### src/hdl/qrm_pkg.sv
// ----------------------------------------------------------------------------
// qrm_pkg
// Shared types and constants for the quaternion rotate and multiply pipeline.
// ----------------------------------------------------------------------------
package qrm_pkg;

    localparam int QW  = 32;          // component width
    localparam int PW  = 2 * QW;      // pair product width
    localparam int CW  = PW + 2;      // coefficient width (sum of pair products)
    localparam int LOW = QW + 1;      // low slice of a coefficient, unsigned
    localparam int HW  = CW - LOW;    // high slice of a coefficient, signed
    localparam int AW  = 100;         // term and accumulator width
    localparam int SW  = 72;          // pre-saturation width
    localparam int NPP = 16;          // pair multipliers
    localparam int NCF = 9;           // coefficients
    localparam int NST = 6;           // pipeline stages

    localparam int ROT_SHIFT  = 59;
    localparam int PROD_SHIFT = 30;

    typedef enum logic [1:0] {
        CMD_ROT      = 2'd0,
        CMD_ROT_CONJ = 2'd1,
        CMD_PROD     = 2'd2
    } t_cmd;

    // component order inside a quaternion
    localparam logic [1:0] C_W = 2'd0;
    localparam logic [1:0] C_X = 2'd1;
    localparam logic [1:0] C_Y = 2'd2;
    localparam logic [1:0] C_Z = 2'd3;

    // multiplier slots used when rotating
    localparam logic [3:0] PP_YY = 4'd0;
    localparam logic [3:0] PP_ZZ = 4'd1;
    localparam logic [3:0] PP_XY = 4'd2;
    localparam logic [3:0] PP_WZ = 4'd3;
    localparam logic [3:0] PP_WY = 4'd4;
    localparam logic [3:0] PP_XZ = 4'd5;
    localparam logic [3:0] PP_XX = 4'd6;
    localparam logic [3:0] PP_WX = 4'd7;
    localparam logic [3:0] PP_YZ = 4'd8;

    // multiplier slot of q_i * b_j in product mode
    function automatic logic [3:0] pq(input logic [1:0] i, input logic [1:0] j);
        return {i, j};
    endfunction

    typedef struct packed {
        logic [1:0]           cmd;
        logic signed [QW-1:0] q_w;
        logic signed [QW-1:0] q_x;
        logic signed [QW-1:0] q_y;
        logic signed [QW-1:0] q_z;
        logic signed [QW-1:0] b_w;
        logic signed [QW-1:0] b_x;
        logic signed [QW-1:0] b_y;
        logic signed [QW-1:0] b_z;
    } t_in;

    typedef struct packed {
        logic signed [QW-1:0] r_w;
        logic signed [QW-1:0] r_x;
        logic signed [QW-1:0] r_y;
        logic signed [QW-1:0] r_z;
        logic                 saturated;
    } t_out;

    // command and vector travelling alongside the arithmetic
    typedef struct packed {
        logic [1:0]           cmd;
        logic signed [QW-1:0] v_x;
        logic signed [QW-1:0] v_y;
        logic signed [QW-1:0] v_z;
    } t_ctl;

endpackage

### src/hdl/qrm_coef.sv
// ----------------------------------------------------------------------------
// qrm_coef
// Stage 2: folds pair products into rotation coefficients or product sums.
// ----------------------------------------------------------------------------
module qrm_coef (
    input  logic                          i_clk,
    input  logic                          i_en,
    input  logic signed [qrm_pkg::PW-1:0] i_pp [qrm_pkg::NPP],
    input  qrm_pkg::t_ctl                 i_ctl,
    output logic signed [qrm_pkg::CW-1:0] o_cf [qrm_pkg::NCF],
    output qrm_pkg::t_ctl                 o_ctl
);
    import qrm_pkg::*;

    logic signed [CW-1:0] e    [NPP];
    logic signed [CW-1:0] n_cf [NCF];
    logic signed [CW-1:0] r_cf [NCF];
    logic signed [CW-1:0] wad;
    logic signed [CW-1:0] wac;
    logic signed [CW-1:0] wab;
    logic                 conj;
    t_ctl                 r_ctl;

    always_comb begin
        for (int i = 0; i < NPP; i++) begin
            e[i] = CW'(i_pp[i]);
        end
        // conjugate flips the sign of every term carrying the scalar part
        conj = (i_ctl.cmd == CMD_ROT_CONJ);
        wad  = conj ? e[PP_WZ] : -e[PP_WZ];
        wac  = conj ? -e[PP_WY] : e[PP_WY];
        wab  = conj ? e[PP_WX] : -e[PP_WX];
        for (int i = 0; i < NCF; i++) begin
            n_cf[i] = '0;
        end
        case (i_ctl.cmd)
            CMD_PROD: begin
                n_cf[0] = e[pq(C_W, C_W)] - e[pq(C_X, C_X)]
                        - e[pq(C_Y, C_Y)] - e[pq(C_Z, C_Z)];
                n_cf[1] = e[pq(C_X, C_W)] + e[pq(C_W, C_X)]
                        + e[pq(C_Y, C_Z)] - e[pq(C_Z, C_Y)];
                n_cf[2] = e[pq(C_W, C_Y)] - e[pq(C_X, C_Z)]
                        + e[pq(C_Y, C_W)] + e[pq(C_Z, C_X)];
                n_cf[3] = e[pq(C_W, C_Z)] + e[pq(C_X, C_Y)]
                        - e[pq(C_Y, C_X)] + e[pq(C_Z, C_W)];
            end
            default: begin
                // row per output axis, column per vector component
                n_cf[0] = -(e[PP_YY] + e[PP_ZZ]);
                n_cf[1] = e[PP_XY] + wad;
                n_cf[2] = e[PP_XZ] + wac;
                n_cf[3] = e[PP_XY] - wad;
                n_cf[4] = -(e[PP_XX] + e[PP_ZZ]);
                n_cf[5] = e[PP_YZ] + wab;
                n_cf[6] = e[PP_XZ] - wac;
                n_cf[7] = e[PP_YZ] - wab;
                n_cf[8] = -(e[PP_XX] + e[PP_YY]);
            end
        endcase
    end

    always_ff @(posedge i_clk) begin
        if (i_en) begin
            r_cf  <= n_cf;
            r_ctl <= i_ctl;
        end
    end

    assign o_cf  = r_cf;
    assign o_ctl = r_ctl;

endmodule

### config.mk
export PLATFORM = sky130hd
export DESIGN_NAME = qrm_coef
export DESIGN_NICKNAME = d
export VERILOG_FILES = /design/src/hdl/qrm_pkg.sv /design/src/hdl/qrm_coef.sv
export SDC_FILE = /design/constraint.sdc
export NUM_CORES = 2
export LEC_CHECK = 0
export BUFFER_PORTS_ARGS = -buffer_cell sky130_fd_sc_hd__buf_2
export CORE_AREA = 5 5 715 717
export CTS_CLUSTER_SIZE = 20
export DETAILED_ROUTE_END_ITERATION = 8
export DIE_AREA = 0 0 720 722
export PLACE_DENSITY = 0.36
export REMOVE_ABC_BUFFERS = 1
export SYNTH_ARGS = -nofsm -noshare
export SYNTH_HDL_FRONTEND = slang
export SYNTH_SLANG_ARGS = --single-unit
### constraint.sdc
create_clock -name i_clk -period 6.1 [get_ports i_clk]
set_input_delay 0.61 -clock i_clk [delete_from_list [all_inputs] [get_ports i_clk]]
set_output_delay 0.61 -clock i_clk [all_outputs]
set_load 0.01 [all_outputs]
Yosys cells after proc, flatten, opt, wreduce, memory -nomap -nowiden

Cells that the tools add are included.

Register bits: 692
Input bits: 1124
Output and inout port bits: 692
Word-level logic and storage cells: 46

Add/subtract/negate cells: 27
Equal/unequal tests: 2
Mux-type cells: 4

Operator list:

| kind                                                                   | count |
|---|---|
| 64-bit by 64-bit adder with 65-bit output                              | 5 |
| 264-bit 2-to-1 mux                                                     | 1 |
| 64-bit by 66-bit adder with 66-bit output                              | 3 |
| 66-bit 2-to-1 mux                                                      | 3 |
| 64-bit negation with 66-bit output                                     | 3 |
| 65-bit negation with 66-bit output                                     | 3 |
| 64-bit by 66-bit subtractor with 66-bit output                         | 3 |
| 65-bit by 64-bit adder with 66-bit output                              | 2 |
| 66-bit by 64-bit adder with 66-bit output                              | 2 |
| 65-bit by 64-bit subtractor with 66-bit output                         | 2 |
| 66-bit by 64-bit subtractor with 66-bit output                         | 2 |
| 64-bit by 64-bit subtractor with 65-bit output                         | 2 |
| 2-bit by 1-bit equality test with 1-bit output (second input constant) | 1 |
| 2-bit equality test (second input constant)                            | 1 |

Depth between registers and ports, before layout

Depth after elaboration: 4
Mapped depth: 25
Gate-level depth less buffers: 25

Worst setup path after synthesis

No wires, ideal clock.

Kind: input to register
Start: in i_pp[717] (netlist name)
End: reg r_cf, in the netlist o_cf[459] (data pin)
Library setup time: 0.267 ns
Arrival time: 5.528 ns
Path slack: 0.305 ns
Stages: 21
Path buffers: 2
Path through: or4_4 or3_4 or4_1 buf_2 or3_4 nor3_4 nand2_2 o31ai_1 xnor2_1 ha_1 clkbuf_1 nand4_1 or3b_2 o211ai_1 o211a_1 o2111ai_1 a21oi_1 a21oi_1 o41ai_1 xnor2_1 o21ai_0

RTL lines:

| what                   | line           | text |
|---|---|---|
| start: declaration     | qrm_coef.sv:8  | `input logic signed [qrm_pkg::PW-1:0] i_pp [qrm_pkg::NPP],` |
| end signal: assignment | qrm_coef.sv:64 | `r_cf <= n_cf;` |
| end: declaration       | qrm_coef.sv:17 | `logic signed [CW-1:0] r_cf [NCF];` |

Final worst setup path

Start: in i_ctl[96] (netlist name)
End: reg r_cf, in the netlist o_cf[131] (data pin)

Cells in the longest elaborated chain, start to end: 3
Elaborated cells on any way between the ends: 4
Classes of those cells: add/sub (1); eq/ne (2); mux (1)

RTL lines:

| what                                           | line           | text |
|---|---|---|
| start: declaration                             | qrm_coef.sv:9  | `input qrm_pkg::t_ctl i_ctl,` |
| 2-bit by 1-bit equality test with 1-bit output | qrm_coef.sv:29 | `conj = (i_ctl.cmd == CMD_ROT_CONJ);` |
| 66-bit 2-to-1 mux                              | qrm_coef.sv:32 | `wab = conj ? e[PP_WX] : -e[PP_WX];` |
| 64-bit by 66-bit subtractor with 66-bit output | qrm_coef.sv:56 | `n_cf[7] = e[PP_YZ] - wab;` |

Parallel ways exist; a longest one is shown, timed or not.
A chain may end at the register's enable or synchronous reset.

==> metrics.cfg <==
[grt]
grt_pass1_wl_um=880000
grtUsageTotal=0.245
grt_start_max_net_pins=127
antenna_found_initial=232
grt_overflow=0
grt_pass1_vias=105000

[hold_path]
hold_class=input port to flop

[setup_path]
crit_family=compound AO/OA/AOI/OAI gates
slowest_stage=nor4b_2
crit_required_ps=6760
endpoint_kind=flop
worstSetupStartpointType=input port
path_common_cell=buf_4
cpPeakStageDelay_ps=730
worstSetupPathType=input port to flop
critPathMaxFanout=11
critPathArrivalTime_ps=6510
worstPathBufferInverterCount=10

[sta]
fin_crit_sh=0.960
grt_setup_unrepaired=no
setup_viol=0
finalHoldViolations=0
whs_ps=249
tightest_slew_ps=1080
maxSlewViolCount=0
relSlewSlack=0.271
post-route-min-period_ps=5860
fin_tns_setup_ps=0
max_clock_freq_ghz=0.171

[detailed_routing]
met2WireLength_um=313000
wl_um=665000
dr_wl_met3_um=34900
drc=0
dr.first_iter.drc_count=6452
route.vias.total=101000
first_pass_iters=6
wl_per_cell_um=30.2
wl_met1_um=280000
top_layer_used=met5
drtAntennaViolNets=0
drt-vias-per-instance=4.57

[clock_tree]
clk_pin_slew_ps=60
cts_tree=built
cts_made_buffers=111
cts_buffer_depth=4
cts-root-buf=clkbuf_16
htree_levels=3
cts.sinks=691

[synthesis]
synth.distinct_cells=94
synthTopCellsByArea=edfxtp_1, ha_1, fa_1
async_reset_ff_frac=0
syn_area_um2=95400
ys_seq_area_frac=0.217
yosys.area.top_type_share=0.217
ys_ff_latch=691
synth_top_cell_by_area=edfxtp_1
synth_warnings=0
syn_inst=11700
syn_area_per_cell_um2=8.17
yosys-top-cells-count=inv_1, a21oi_1, ha_1
synth_most_common_cell=inv_1
synth_edf_count=691
synth_flop_cell=edfxtp_1

[die]
die_w_um=720
die-area_um2=520000
fp.coreArea_um2=504000
fp.dieH_um=722
ios=1816
fp-row-count=261
start_util=0.189

[cells_and_area]
nets=17900
area_delta_synth_final_pct=37.4
final_cells=22100
drive_gt1_frac=0.264
fillers=56300

[status]
status=finished clean

[placed_design]
place.gp.congestion=0.954
dp_cells=21700
numPortBuffers=1815
hpwl_um=596000

[pwr]
p_per_area_nw_per_um2=298
cellLeakagePower_nw=62.6
power_frac_comb=0.648
power_frac_clock=0.172
power.switching_w=0.0191
p_seq_frac=0.180
ir_drop_v=0.000246
intPower_w=0.0200
swShare=0.489

[run]
drv_cap=0

==> power groups by stage <==
stage	Sequential, W	Combinational, W	Clock, W
after floorplan	0.00743	0.0119	0
final	0.00703	0.0253	0.00671
after CTS	0.00705	0.0255	0.00703
after global placement	0.00714	0.0254	0
after global routing	0.00710	0.0273	0.00717
after detailed placement	0.00712	0.0252	0
==> timing repair <==
action | CTS | global route
resized for setup | 1 | 12
hold buffers | 98 | 0
endpoints found under the hold margin | 98 | 0
pin swaps | 0 | 0
setup buffers | 0 | 0
endpoints found under the setup margin | 5 | 16
==> cells in the final DEF (no fill, tap or decap), types with 68 or more instances in the layout <==
master / instances
xnor2_1: 686
ha_1: 1078
a31oi_1: 131
o31ai_1: 105
edfxtp_1: 691
buf_2: 1814
a21oi_1: 1211
nor4_1: 99
and3_1: 68
a211oi_1: 88
nor2b_1: 82
o21bai_1: 246
nand3_1: 161
nand2b_1: 85
xor2_1: 259
a21o_1: 303
nor2_1: 1076
buf_4: 1874
inv_1: 1832
clkbuf_16: 111
dlygate4sd3_1: 98
fa_1: 525
nand2_1: 701
nand4_1: 204
diode_2: 84
nor3_1: 173
o21ai_0: 611
==> through the flow <==
stage                      util  area (µm²)  setup slack (ps)  total power [W]
final                     0.260      131000               245           0.0390
after global routing      0.260      131000              12.8           0.0416
after CTS                 0.260      131000              67.4           0.0396
after detailed placement  0.250      126000             -1330           0.0324
after global placement    0.250      126000             -1380           0.0326
after floorplan               -       93700            -15260           0.0193
==> registers in the layout, indices dropped and copies added, names as in the netlist <==
| signal | cells |
|---|---|
| o_cf | 593 |
| o_ctl | 98 |
==> layout make-up <==
cell class | instances | area, µm² | share of cell area
diodes | 84 | 210 | 0.00160
clock buffers | 120 | 2810 | 0.0215
clock inverters | 83 | 833 | 0.00636
inverters | 1837 | 6900 | 0.0526
multi-input cells | 8705 | 66200 | 0.505
flip-flops and latches | 691 | 20700 | 0.158
well taps | 6706 | 8390 | 0.0640
repair buffers | 3829 | 25000 | 0.191
==> logic make-up after synthesis <==
kind of cell               share of synthesized area
buffers and inverters                         0.0899
AOI/OAI and AO/OA                              0.208
DFF                                            0.217
xor gates and xnor gates                      0.0868
and+or+nand+nor                                0.143
adders and majority gates                      0.252
muxes                                        0.00287
==> final timing paths <==
kind                      start                      end  slack, ps  cells after the start
worst max-delay path  i_ctl[96]  o_cf[131]$_SDFFCE_PP0P_        240                     25
worst min-delay path  i_pp[960]    o_cf[0]$_SDFFCE_PP0P_        250                      4
==> metal layers <==
layer / track usage / vias to the layer above
met4: 0.114 / 36
met2: 0.416 / 2923
met5: 0 / -
li1: - / 47300
met1: 0.301 / 49700
met3: 0.0411 / 819
(Power assumes the default switching activity.)
